`src/design/escaped_api_frame_receiver_core_macros.svh`:
```
// Assertion macros for the escaped API frame receiver.
// Included by the modules that carry concurrent assertions; no other dependencies.
`ifndef ESCAPED_API_FRAME_RECEIVER_CORE_MACROS_SVH
`define ESCAPED_API_FRAME_RECEIVER_CORE_MACROS_SVH

// Implication checked at every rising clock edge outside reset.
`define EFR_ASSERT(lbl, clk, rst_n, prop, msg) \
  lbl: assert property (@(posedge clk) disable iff (!rst_n) prop) else $error(msg);

// Check that is also evaluated while reset is asserted.
`define EFR_ASSERT_ALWAYS(lbl, clk, prop, msg) \
  lbl: assert property (@(posedge clk) prop) else $error(msg);

`endif

```
`src/design/efr_pkg.sv`:
```
// Shared types and constants of the escaped API frame receiver.
// No dependencies; imported by every module of the block.
package efr_pkg;

  localparam logic [7:0] ESC_BYTE    = 8'h7D;
  localparam logic [7:0] ESC_XOR     = 8'h20;
  localparam logic [7:0] START_BYTE  = 8'h7E;
  localparam logic [7:0] TYPE_ZB_RX  = 8'h90;
  localparam logic [7:0] TYPE_IO_RX  = 8'h92;
  localparam logic [7:0] TYPE_AT_RSP = 8'h88;

  localparam logic [7:0] SUB_2 = 8'h02;
  localparam logic [7:0] SUB_4 = 8'h04;
  localparam logic [7:0] SUB_6 = 8'h06;
  localparam logic [7:0] SUB_8 = 8'h08;
  localparam logic [7:0] SUB_A = 8'h0A;

  localparam int unsigned QDepth = 2;

  typedef enum logic [1:0] {
    PH_IDLE,
    PH_LEN_HI,
    PH_LEN_LO,
    PH_BODY
  } efr_phase_e;

  typedef enum logic [3:0] {
    CLS_SUB_2,
    CLS_SUB_4,
    CLS_SUB_6,
    CLS_SUB_8,
    CLS_SUB_A,
    CLS_IO_RX,
    CLS_AT_RSP,
    CLS_UNK_TYPE,
    CLS_UNK_SUB,
    CLS_TOO_SHORT
  } efr_class_e;

  // One unescaped word as it travels from the front end to the parser.
  typedef struct packed {
    logic [7:0] data;
    logic       escaped;
  } efr_qent_t;

  // Queue status seen by both ends.
  typedef struct packed {
    logic full;
    logic empty;
  } efr_qstat_t;

endpackage

```
`src/design/efr_if.sv`:
```
// Valid/ready channel interfaces of the escaped API frame receiver.
// Depends on nothing; used by the top level and the front and back ends.
interface efr_rx_if;
  logic       valid;
  logic       ready;
  logic [7:0] rx_byte;

  modport source (output valid, output rx_byte, input ready);
  modport sink   (input valid, input rx_byte, output ready);
endinterface

interface efr_frame_if;
  logic        valid;
  logic        ready;
  logic [7:0]  frame_byte;
  logic [16:0] byte_index;
  logic        last_of_frame;
  logic [3:0]  frame_class;

  modport source (output valid, output frame_byte, output byte_index,
                  output last_of_frame, output frame_class, input ready);
  modport sink   (input valid, input frame_byte, input byte_index,
                  input last_of_frame, input frame_class, output ready);
endinterface

```
`src/design/efr_front.sv`:
```
// Front end: takes raw serial words, strips escapes and pushes data words.
// Depends on efr_pkg and efr_rx_if.
module efr_front import efr_pkg::*; (
  input  logic        clk_i,
  input  logic        rst_ni,
  efr_rx_if.sink      rx_i,
  input  efr_qstat_t  qstat_i,
  output logic        push_o,
  output efr_qent_t   push_data_o
);

  logic esc_q, esc_d;
  logic accept;

  assign rx_i.ready = !qstat_i.full;
  assign accept     = rx_i.valid && rx_i.ready;

  always_comb begin
    esc_d            = esc_q;
    push_o           = 1'b0;
    push_data_o.data    = rx_i.rx_byte;
    push_data_o.escaped = 1'b0;
    if (accept) begin
      if (esc_q) begin
        push_o              = 1'b1;
        push_data_o.data    = rx_i.rx_byte ^ ESC_XOR;
        push_data_o.escaped = 1'b1;
        esc_d               = 1'b0;
      end else if (rx_i.rx_byte == ESC_BYTE) begin
        esc_d = 1'b1;
      end else begin
        push_o = 1'b1;
      end
    end
  end

  always_ff @(posedge clk_i or negedge rst_ni) begin
    if (!rst_ni) begin
      esc_q <= 1'b0;
    end else begin
      esc_q <= esc_d;
    end
  end

endmodule

```
`src/design/efr_fifo.sv`:
```
// Short queue that decouples the unescaping front end from the frame parser.
// Depends on efr_pkg and the assertion macro header.
`include "escaped_api_frame_receiver_core_macros.svh"

module efr_fifo import efr_pkg::*; (
  input  logic       clk_i,
  input  logic       rst_ni,
  input  logic       push_i,
  input  efr_qent_t  push_data_i,
  input  logic       pop_i,
  output efr_qent_t  pop_data_o,
  output efr_qstat_t qstat_o
);

  localparam int unsigned PtrW = (QDepth > 1) ? $clog2(QDepth) : 1;
  localparam int unsigned CntW = $clog2(QDepth + 1);
  localparam logic [PtrW-1:0] LastPtr = PtrW'(QDepth - 1);
  localparam logic [CntW-1:0] FullCnt = CntW'(QDepth);

  efr_qent_t mem_q [QDepth];
  logic [PtrW-1:0] wr_ptr_q, rd_ptr_q;
  logic [CntW-1:0] cnt_q;
  logic do_push, do_pop;

  assign qstat_o.full  = (cnt_q == FullCnt);
  assign qstat_o.empty = (cnt_q == '0);
  assign do_push = push_i && !qstat_o.full;
  assign do_pop  = pop_i && !qstat_o.empty;
  assign pop_data_o = mem_q[rd_ptr_q];

  always_ff @(posedge clk_i) begin
    if (do_push) begin
      mem_q[wr_ptr_q] <= push_data_i;
    end
  end

  always_ff @(posedge clk_i or negedge rst_ni) begin
    if (!rst_ni) begin
      wr_ptr_q <= '0;
      rd_ptr_q <= '0;
      cnt_q    <= '0;
    end else begin
      if (do_push) begin
        wr_ptr_q <= (wr_ptr_q == LastPtr) ? '0 : wr_ptr_q + 1'b1;
      end
      if (do_pop) begin
        rd_ptr_q <= (rd_ptr_q == LastPtr) ? '0 : rd_ptr_q + 1'b1;
      end
      case ({do_push, do_pop})
        2'b10:   cnt_q <= cnt_q + 1'b1;
        2'b01:   cnt_q <= cnt_q - 1'b1;
        default: cnt_q <= cnt_q;
      endcase
    end
  end

  `EFR_ASSERT_ALWAYS(a_cnt_bound, clk_i, cnt_q <= FullCnt, "queue count above depth")
  `EFR_ASSERT(a_no_lost_push, clk_i, rst_ni, push_i |-> !qstat_o.full, "push into full queue")
  `EFR_ASSERT(a_cnt_step, clk_i, rst_ni, (push_i && !pop_i && !qstat_o.full) |=> (cnt_q == $past(cnt_q) + 1'b1), "queue count did not grow on push")

endmodule

```
`src/design/efr_back.sv`:
```
// Back end: parses unescaped words into frames and holds the result word.
// Depends on efr_pkg, efr_frame_if and the assertion macro header.
`include "escaped_api_frame_receiver_core_macros.svh"

module efr_back import efr_pkg::*; (
  input  logic        clk_i,
  input  logic        rst_ni,
  input  efr_qstat_t  qstat_i,
  input  efr_qent_t   pop_data_i,
  output logic        pop_o,
  efr_frame_if.source frame_o
);

  efr_phase_e  phase_q, phase_d;
  logic [15:0] len_q, len_d;
  logic [16:0] pos_q, pos_d;
  logic [7:0]  type_q, type_d;
  logic [7:0]  sub_q, sub_d;

  logic        ovalid_q, ovalid_d;
  logic [7:0]  obyte_q, obyte_d;
  logic [16:0] oidx_q, oidx_d;
  logic        olast_q, olast_d;
  efr_class_e  ocls_q, ocls_d;

  logic        emit;
  logic        load;
  logic [16:0] end_pos;
  logic [7:0]  b;

  function automatic efr_class_e classify(logic [15:0] len, logic [7:0] typ,
                                          logic [7:0] sub);
    efr_class_e c;
    c = CLS_UNK_TYPE;
    if (len == '0) begin
      c = CLS_TOO_SHORT;
    end else begin
      case (typ)
        TYPE_ZB_RX: begin
          if (len < 16'd13) begin
            c = CLS_TOO_SHORT;
          end else begin
            case (sub)
              SUB_2:   c = CLS_SUB_2;
              SUB_4:   c = CLS_SUB_4;
              SUB_6:   c = CLS_SUB_6;
              SUB_8:   c = CLS_SUB_8;
              SUB_A:   c = CLS_SUB_A;
              default: c = CLS_UNK_SUB;
            endcase
          end
        end
        TYPE_IO_RX:  c = CLS_IO_RX;
        TYPE_AT_RSP: c = CLS_AT_RSP;
        default:     c = CLS_UNK_TYPE;
      endcase
    end
    return c;
  endfunction

  assign b       = pop_data_i.data;
  assign end_pos = {1'b0, len_q} + 17'd3;
  assign pop_o   = !qstat_i.empty && (!ovalid_q || frame_o.ready);

  always_comb begin
    phase_d = phase_q;
    len_d   = len_q;
    pos_d   = pos_q;
    type_d  = type_q;
    sub_d   = sub_q;
    emit    = 1'b0;
    oidx_d  = pos_q;
    olast_d = 1'b0;
    ocls_d  = CLS_SUB_2;
    obyte_d = b;
    if (pop_o) begin
      unique case (phase_q)
        PH_IDLE: begin
          if (!pop_data_i.escaped && b == START_BYTE) begin
            emit    = 1'b1;
            oidx_d  = 17'd0;
            phase_d = PH_LEN_HI;
            pos_d   = 17'd1;
          end
        end
        PH_LEN_HI: begin
          emit    = 1'b1;
          oidx_d  = 17'd1;
          len_d   = {b, 8'h00};
          phase_d = PH_LEN_LO;
          pos_d   = 17'd2;
        end
        PH_LEN_LO: begin
          emit    = 1'b1;
          oidx_d  = 17'd2;
          len_d   = {len_q[15:8], b};
          phase_d = PH_BODY;
          pos_d   = 17'd3;
        end
        PH_BODY: begin
          emit   = 1'b1;
          oidx_d = pos_q;
          if (pos_q == 17'd3) begin
            type_d = b;
          end
          if (pos_q == 17'd15) begin
            sub_d = b;
          end
          if (pos_q >= end_pos) begin
            olast_d = 1'b1;
            ocls_d  = classify(len_q, type_d, sub_d);
            phase_d = PH_IDLE;
            pos_d   = 17'd0;
          end else begin
            pos_d = pos_q + 17'd1;
          end
        end
        default: phase_d = PH_IDLE;
      endcase
    end
  end

  assign load = pop_o && emit;

  always_comb begin
    ovalid_d = ovalid_q;
    if (load) begin
      ovalid_d = 1'b1;
    end else if (frame_o.ready) begin
      ovalid_d = 1'b0;
    end
  end

  always_ff @(posedge clk_i or negedge rst_ni) begin
    if (!rst_ni) begin
      phase_q  <= PH_IDLE;
      len_q    <= '0;
      pos_q    <= '0;
      type_q   <= '0;
      sub_q    <= '0;
      ovalid_q <= 1'b0;
    end else begin
      phase_q  <= phase_d;
      len_q    <= len_d;
      pos_q    <= pos_d;
      type_q   <= type_d;
      sub_q    <= sub_d;
      ovalid_q <= ovalid_d;
    end
  end

  always_ff @(posedge clk_i) begin
    if (load) begin
      obyte_q <= obyte_d;
      oidx_q  <= oidx_d;
      olast_q <= olast_d;
      ocls_q  <= ocls_d;
    end
  end

  assign frame_o.valid         = ovalid_q;
  assign frame_o.frame_byte    = obyte_q;
  assign frame_o.byte_index    = oidx_q;
  assign frame_o.last_of_frame = olast_q;
  assign frame_o.frame_class   = ocls_q;

  `EFR_ASSERT(a_last_idle, clk_i, rst_ni, (ovalid_q && olast_q) |-> (phase_q == PH_IDLE), "parser left idle while frame end is pending")
  `EFR_ASSERT(a_cls_zero, clk_i, rst_ni, (ovalid_q && !olast_q) |-> (ocls_q == CLS_SUB_2), "class set on a word that does not end a frame")
  `EFR_ASSERT(a_start_word, clk_i, rst_ni, (ovalid_q && oidx_q == 17'd0) |-> (obyte_q == START_BYTE), "position zero is not the start delimiter")

endmodule

```
`src/design/escaped_api_frame_receiver_core.sv`:
```
// An accepted word is written into the queue, then popped by the parser into its output register.
// Throughput: one raw word per cycle while the queue is not full; an escape word is consumed without a result.
// The rate is set by the two-entry queue and the single output register of the parser.
// Reset (rst_ni low, asynchronous): parser idle, no escape pending, queue and output empty.
// Frame length, position, type and sub-type registers clear to zero on reset.
//
// Top level of the escaped API frame receiver. Depends on efr_pkg, efr_if,
// efr_front, efr_fifo and efr_back.
module escaped_api_frame_receiver_core import efr_pkg::*; (
  input  logic        clk_i,
  input  logic        rst_ni,
  efr_rx_if.sink      rx_i,
  efr_frame_if.source frame_o
);

  // The front end handles escaping only: an escape word sets a pending flag and
  // is dropped, the word after it is XORed and tagged as escaped so that the
  // parser never mistakes it for a start delimiter.
  efr_qstat_t qstat;
  logic       push;
  efr_qent_t  push_data;
  logic       pop;
  efr_qent_t  pop_data;

  efr_front u_front (
    .clk_i       (clk_i),
    .rst_ni      (rst_ni),
    .rx_i        (rx_i),
    .qstat_i     (qstat),
    .push_o      (push),
    .push_data_o (push_data)
  );

  // The queue lets the front end keep taking words while the output is
  // stalled, and it holds the parser's input stable across a stall.
  efr_fifo u_fifo (
    .clk_i       (clk_i),
    .rst_ni      (rst_ni),
    .push_i      (push),
    .push_data_i (push_data),
    .pop_i       (pop),
    .pop_data_o  (pop_data),
    .qstat_o     (qstat)
  );

  // The parser walks each frame from delimiter to checksum, tags every word
  // with its position and attaches the class code to the checksum word.
  // Words seen while idle that are not a plain delimiter are discarded here.
  efr_back u_back (
    .clk_i      (clk_i),
    .rst_ni     (rst_ni),
    .qstat_i    (qstat),
    .pop_data_i (pop_data),
    .pop_o      (pop),
    .frame_o    (frame_o)
  );

endmodule
```
`src/flat_wrapper.sv`:
```
// flat-port wrapper written by rule: the top's interface ports become plain ports
module escaped_api_frame_receiver_core_flat import efr_pkg::*;
  (clk_i, rst_ni, rx_i_valid, rx_i_rx_byte, rx_i_ready, frame_o_valid, frame_o_frame_byte, frame_o_byte_index, frame_o_last_of_frame, frame_o_frame_class, frame_o_ready);
  efr_rx_if rx_i_i ();
  efr_frame_if frame_o_i ();
  input  logic clk_i;
  input  logic rst_ni;
  input wire logic [$bits(rx_i_i.valid)-1:0] rx_i_valid;
  input wire logic [$bits(rx_i_i.rx_byte)-1:0] rx_i_rx_byte;
  output wire logic [$bits(rx_i_i.ready)-1:0] rx_i_ready;
  output wire logic [$bits(frame_o_i.valid)-1:0] frame_o_valid;
  output wire logic [$bits(frame_o_i.frame_byte)-1:0] frame_o_frame_byte;
  output wire logic [$bits(frame_o_i.byte_index)-1:0] frame_o_byte_index;
  output wire logic [$bits(frame_o_i.last_of_frame)-1:0] frame_o_last_of_frame;
  output wire logic [$bits(frame_o_i.frame_class)-1:0] frame_o_frame_class;
  input wire logic [$bits(frame_o_i.ready)-1:0] frame_o_ready;
  assign rx_i_i.valid = rx_i_valid;
  assign rx_i_i.rx_byte = rx_i_rx_byte;
  assign rx_i_ready = rx_i_i.ready;
  assign frame_o_valid = frame_o_i.valid;
  assign frame_o_frame_byte = frame_o_i.frame_byte;
  assign frame_o_byte_index = frame_o_i.byte_index;
  assign frame_o_last_of_frame = frame_o_i.last_of_frame;
  assign frame_o_frame_class = frame_o_i.frame_class;
  assign frame_o_i.ready = frame_o_ready;
  escaped_api_frame_receiver_core u_core (.clk_i(clk_i), .rst_ni(rst_ni), .rx_i(rx_i_i), .frame_o(frame_o_i));
endmodule
```
`config.mk`:
```
export PLATFORM = sky130hd
export DESIGN_NAME = escaped_api_frame_receiver_core_flat
export DESIGN_NICKNAME = d
export VERILOG_FILES = /design/src/design/efr_pkg.sv /design/src/design/efr_if.sv /design/src/design/efr_front.sv /design/src/design/efr_fifo.sv /design/src/design/efr_back.sv /design/src/design/escaped_api_frame_receiver_core.sv /design/src/flat_wrapper.sv
export VERILOG_INCLUDE_DIRS = /design/src /design/src/design
export SDC_FILE = /design/constraint.sdc
export NUM_CORES = 1
export LEC_CHECK = 0
export BUFFER_PORTS_ARGS = -buffer_cell sky130_fd_sc_hd__buf_4
export CORE_UTILIZATION = 40
export DETAILED_ROUTE_END_ITERATION = 16
export SYNTH_ARGS = -nofsm -noshare
export SYNTH_HDL_FRONTEND = slang
export SYNTH_SLANG_ARGS = --single-unit
```
`constraint.sdc`:
```
create_clock -name clk_i -period 3.25 [get_ports clk_i]
set_input_delay 0.325 -clock clk_i [delete_from_list [all_inputs] [get_ports clk_i]]
set_output_delay 0.325 -clock clk_i [all_outputs]
set_load 0.05 [all_outputs]
```
=== After elaboration in Yosys (flattened, before gate mapping) ===
Memories as Yosys holds them, arrays and structs flattened.
Index checks and enable logic that the tools add are counted.

* Bitwise logic cells: 5
* Eq/ne operators: 20
* Muxes and demuxes: 38
* Reductions and logical operators: 25
* Magnitude comparators: 2
* Div/mod/pow operators: 0
* Multipliers: 0
* Shift operators: 0
* Add/subtract/negate cells: 6

{| class="wikitable"
|+ Operators by type and width
! operator !! number
|-
| $pmux 17 s4 || 2
|-
| $mux 17 || 4
|-
| $mux 8 || 6
|-
| $pmux 16 s2 || 1
|-
| $eq 8x8->1 const B || 3
|-
| $pmux 4 s5 || 1
|-
| $add 16x2->17 const B || 1
|-
| $add 17x1->17 const B || 1
|-
| $eq 17x2->1 const B || 1
|-
| $eq 17x4->1 const B || 1
|-
| $ge 17x17->1 || 1
|-
| $eq 8x3->1 const B || 2
|-
| $eq 8x4->1 const B || 2
|-
| $eq 8x7->1 const B || 2
|-
| $logic_not 16->1 || 1
|-
| $lt 16x4->1 const B || 1
|-
| $mux 1 || 14
|-
| $mux 7 || 2
|-
| $pmux 4 s3 || 1
|-
| $reduce_and 3->1 || 3
|-
| $eq 2x2->1 const B || 4
|-
| $eq 8x2->1 const B || 1
|-
| $mux 4 || 2
|-
| $pmux 2 s4 || 1
|-
| other kinds (17) || 38
|}

* Output and inout port bits: 32
* Register bits: 87
* Latch bits: 0
* Word-level logic and storage cells: 113
* Bits in writable memories: 18
* Memories: 1
* ROM bits: 0

{| class="wikitable"
|+ Memory list
! memory !! words !! bits a word !! read ports !! clocked after Yosys merged registers in !! write ports !! line !! text
|-
| u_core.u_fifo.mem_q || 2 || 9 || 1 || 0 || 1 || efr_fifo.sv:20 || <nowiki>efr_qent_t mem_q [QDepth];</nowiki>
|}

=== Longest topological paths before layout ===
* Depth in word-level cells: 9
* Gate-level depth with buffers: 15
* Gate-level depth less buffers: 14

=== Cells and area by module ===
From an unflattened synthesis, not the netlist that was laid out.

* Cell total of the unflattened synthesis: 503
* Area, all modules: 5552.8 µm²

{| class="wikitable"
|+ Modules (own cells, without submodules)
! module !! instances !! area an instance (µm²) !! cells each
|-
| efr_back || 1 || 4560.6 || 439
|-
| efr_fifo || 1 || 845.8 || 46
|-
| efr_front || 1 || 146.4 || 18
|}

=== Worst setup path before layout ===
Ideal clock, no wire load.

* Kind: register to register
* From: reg u_core.u_back.len_q[0]
* To: reg u_core.u_back.phase_q[1]
* Arrival time: 3.222 ns
* Library setup time: 0.128 ns
* Required time: 3.122 ns
* Path buffers: 0
* Slack: -0.099 ns
* Cell stages (with the launch flop): 14
* Cell sequence: dfrtp_1 inv_1 ha_1 nor4_1 and3_1 nand3_1 xor2_1 ha_1 nand4_1 or2_1 a311oi_2 nor2_1 a31o_2 mux2_1

* Word-level cells in the longest chain between the ends: 4

{| class="wikitable"
|+ RTL lines
! what !! line !! text
|-
| from (decl) || efr_back.sv:15 || <nowiki>logic [15:0] len_q, len_d;</nowiki>
|-
| from (signal assigned) || efr_back.sv:144 || <nowiki>len_q <= len_d;</nowiki>
|-
| $add 16x2->17 || efr_back.sv:62 || <nowiki>assign end_pos = {1'b0, len_q} + 17'd3;</nowiki>
|-
| $ge 17x17->1 || efr_back.sv:109 || <nowiki>if (pos_q >= end_pos) begin</nowiki>
|-
| $ne 2x2->1 (no line) || n/a ||
|-
| $reduce_and 3->1 (no line) || n/a ||
|-
| to (signal assigned) || efr_back.sv:143 || <nowiki>phase_q <= phase_d;</nowiki>
|-
| to (decl) || efr_back.sv:14 || <nowiki>efr_phase_e phase_q, phase_d;</nowiki>
|}

No other way between the ends.
A chain may end at the register's enable or synchronous reset.

=== Final worst setup path ===
Same ends and word-level chain as after synthesis.

==> parameters.txt <==
Parameter                              Value

STA
  Clock skew after layout    0.00954 ns
  RSZ-0062 raised after global routing    true
  Max-slew headroom at the worst pin    0.455
  Portion of the clock cycle consumed by the worst path in the final layout    0.951
  Worst slew pin tran    just over 0.8 ns
  Highest clock rate    around 320 MHz
  Total setup violations reported at the end of the flow    0
  Number of max-slew violations in the final report    0
  Time the final worst path needs with I/O delays and setup    between 3 and 4 ns
  Final hold viol count    0

Critical path
  Endpoint of the lowest-slack register-to-register path    u_core.u_back.phase_q[1]
  Depth of the critical timing path with buffers and inverters included    13
  Required time worst endpoint    3.49 ns
  Highest-delay cell along the critical path    sky130_fd_sc_hd__dfrtp_1
  Reg-to-reg slack, setup    roughly 0.16 ns
  Crit Path Class    flip-flop to flip-flop
  Timing startpoint of the critical path    u_core.u_back.len_q[0]
  Maximum net fanout on the critical path    5
  Series of cell instances along the critical path    inv_2, ha_4, nor4_4, and3_4, nand3_2, xor2_1, ha_1, nand4_1, or2_1, buf_4, o22a_4, a31o_2, mux2_4
  Origin of the critical flop-to-flop path    u_core.u_back.len_q[0]
  Endpoint class of the critical path    flip-flop
  Worst Setup EP    u_core.u_back.phase_q[1]
  Delay contributed by the slowest stage of the critical path    between 0.3 and 0.4 ns
  Sort of element at the start of the critical path    flip-flop
  Buffer and inverter count on the worst path    2
  CP Data Arrival Time    3.34 ns
  CP top delay family    simple AND/OR/NAND/NOR gates
  R2R depth    13

Synth
  Cell area after synthesis    roughly 5800 sq um
  Library cell with the highest instance count after synthesis    sky130_fd_sc_hd__dfrtp_1
  Library cell occupying the most area in the post-synthesis netlist    sky130_fd_sc_hd__edfxtp_1
  Top post-synthesis cells by area    sky130_fd_sc_hd__edfxtp_1, sky130_fd_sc_hd__dfrtp_1, sky130_fd_sc_hd__ha_1
  Count of warnings emitted by yosys    0
  Flip-flop and latch count after synthesis    105
  Post-synth top cells    sky130_fd_sc_hd__dfrtp_1, sky130_fd_sc_hd__nand2_1, sky130_fd_sc_hd__edfxtp_1
  Number of synthesized flops with an enable pin    48
  Synthesized net count    between 500 and 600
  Syn Inst Count    approximately 550
  Average footprint of a synthesized cell    ~11 sq um
  Sequential element share of the synthesized area    0.498
  FFs w/ async S/R, synth    0.543
  Top_reg_cell synth    sky130_fd_sc_hd__dfrtp_1
  Portion of synthesized cell area occupied by the leading cell type    0.250
  Number of distinct library cells after synthesis    77

Floorplan
  Effective utilization at floorplan    0.412
  Placeable Area    ~14,000 sq um
  Die H    122 microns
  Area of the die    around 15,000 sq um
  Std cell rows    43
  Die extent in x    between 100 and 150 microns
  Top Ports    44

Placement
  Post-detailed-placement half-perimeter wirelength    9950 microns
  Weighted congestion reported at the end of routability-driven placement    around 0.84
  Buffers on Ports    43
  Total placed instance area    6320 sq um

Drt
  Number of vias after detailed routing    between 4,000 and 5,000
  Average vias per placed instance    between 5 and 6
  Remaining antenna violation count after routing    0
  First-pass iteration count of the detailed router    5
  Detailed router's first-iteration violation count    344
  DR DRC count    0
  Avg WL per Cell    17.0 microns
  Routed wire length    between 10,000 and 15,000 microns

Clock tree
  Clock buffer depth    2
  Number of clock sinks    between 100 and 150
  Clock transition at the registers of the reported paths    0.07 ns
  Clock tree from TritonCTS    done
  Total clock buffers created by CTS    9
  Worst-Skew Late Latency    between 0.3 and 0.4 ns
  Number of H-tree levels    3
  Clock tree root driver cell    sky130_fd_sc_hd__clkbuf_16

Min path
  Class of the worst hold path    primary input to asynchronous set/reset pin

Cells and area
  Nets    642
  # fillers    around 1,300
  Layout Area Growth over Synthesis    17.9%
  Share of final-layout standard cells stronger than drive strength 1    0.213
  Final cell area excluding filler cells    6790 sq um
  N_diodes    0
  Final core occ    0.486

Flow run
  Max cap viols    0

GRT
  Initial antenna violation count    0
  Vias in the first global route    ~4,300
  First-pass GRT wire length    between 20,000 and 25,000 microns
  Total routing usage reported by global routing    0.193
  Overflow left after global routing    0
  Pin count of the biggest net entering global routing    between 50 and 60

Power and ir drop
  Static Leakage    2.77 nW
  Total power density per cell area    a little under 1000 nW/um^2
  Maximum VDD drop    roughly 0.00044 V

Status
  Run status    finished clean
-- worst reg2reg max path, stage by stage (launching register included) --
cell	delay [ns]
sky130_fd_sc_hd__dfrtp_1	0.39
sky130_fd_sc_hd__inv_2	0.07
sky130_fd_sc_hd__ha_4	0.17
sky130_fd_sc_hd__nor4_4	0.26
sky130_fd_sc_hd__and3_4	0.24
sky130_fd_sc_hd__nand3_2	0.08
sky130_fd_sc_hd__xor2_1	0.15
sky130_fd_sc_hd__ha_1	0.30
sky130_fd_sc_hd__nand4_1	0.09
sky130_fd_sc_hd__or2_1	0.27
sky130_fd_sc_hd__buf_4	0.14
sky130_fd_sc_hd__o22a_4	0.24
sky130_fd_sc_hd__a31o_2	0.28
sky130_fd_sc_hd__mux2_4	0.29
-- worst min path at each step --
stage                 from                          end  slack (ns)
floorplan           rst_ni  u_core.u_back.frame_o.valid        0.03
global placement    rst_ni       u_core.u_back.pos_q[1]        0.44
detailed placement  rst_ni       u_core.u_back.pos_q[0]        0.44
CTS                 rst_ni       u_core.u_back.pos_q[0]        0.06
global route        rst_ni       u_core.u_back.pos_q[0]         0.1
finish              rst_ni       u_core.u_back.pos_q[0]        0.02
-- where the power goes --
| group | leakage, nW | switching (mW) | internal (mW) |
|---|---|---|---|
| sequential | 1.20 | 0.378 | 1.94 |
| combinational | 1.43 | 2.18 | 1.18 |
| clock | 0.143 | 0.503 | 0.554 |
| total | 2.77 | 3.07 | 3.67 |
-- layout make-up --
class                           instances  area, sq um  area share
Timing Repair Buffer                   70          546      0.0803
Sequential cell                       105         2870       0.423
Multi-Input combinational cell        390         2760       0.406
Clock buffer                           11          243      0.0357
Tap cell                              180          225      0.0332
Inverter                               28          105      0.0155
Clock inverter                          5         43.8     0.00645
-- routing by layer --
layer | vias up | track usage | part of all wire
li1 | 2155 | - | -
met1 | 2149 | 0.232 | 0.43
met4 | 0 | 0.0787 | 0.026
met2 | 122 | 0.325 | 0.50
met3 | 25 | 0.0501 | 0.047
met5 | - | 0 | 0
-- state kept, by name, indices dropped and copies added (netlist names), 4 cells and up --
name	count
u_core.u_back.frame_o.byte_index	17
u_core.u_fifo.mem_q	18
u_core.u_back.frame_o.frame_class	4
u_core.u_back.len_q	16
u_core.u_back.type_q	8
u_core.u_back.frame_o.frame_byte	8
u_core.u_back.pos_q	17
u_core.u_back.sub_q	8
-- cell usage in the layout (no fill, tap or decap), types with 11 or more instances in the layout --
cell / netlist / final
sky130_fd_sc_hd__nor2_1: 36 / 33
sky130_fd_sc_hd__edfxtp_1: 48 / 48
sky130_fd_sc_hd__xor2_1: 14 / 14
sky130_fd_sc_hd__ha_1: 26 / 25
sky130_fd_sc_hd__inv_1: 27 / 26
sky130_fd_sc_hd__buf_4: 2 / 67
sky130_fd_sc_hd__and2_1: 11 / 11
sky130_fd_sc_hd__o31ai_1: 14 / 14
sky130_fd_sc_hd__nand4_1: 15 / 15
sky130_fd_sc_hd__nand2_1: 52 / 52
sky130_fd_sc_hd__dfrtp_1: 57 / 55
sky130_fd_sc_hd__nand3_1: 27 / 26
sky130_fd_sc_hd__a21oi_1: 24 / 24
sky130_fd_sc_hd__a31oi_1: 18 / 16
-- through the flow --
| stage | hold slack [ns] | instances | setup slack (ns) | TNS [ns] | power (mW) |
|---|---|---|---|---|---|
| finish | 0.0249 | 789 | 0.158 | 0 | 6.74 |
| floorplan | 0.0294 | 546 | 0.0199 | 0 | 4.52 |
| global placement | 0.441 | 765 | 0.0505 | 0 | 5.47 |
| CTS | 0.0623 | 781 | 0.0589 | 0 | 6.61 |
| global route | 0.0984 | 789 | -0.0321 | -0.181 | 7.17 |
| detailed placement | 0.444 | 765 | -0.0502 | -0.0502 | 5.53 |
-- kinds of logic after synthesis --
kind of cell,Yosys count,synth area share
buf+inv,51,0.0445
compound gates,125,0.154
mux,12,0.0241
xor+xnor,21,0.0319
simple gates,206,0.191
fa+ha+maj,26,0.0564
flops,105,0.498
-- repair_timing --
item | CTS | global route
hold endpoints to repair | 0 | 0
resized for setup | 2 | 22
endpoints found under the setup margin | 7 | 23
pin swaps | 0 | 19
setup buffers | 0 | 8
hold buffers | 0 | 0
(Power assumes the default switching activity.)
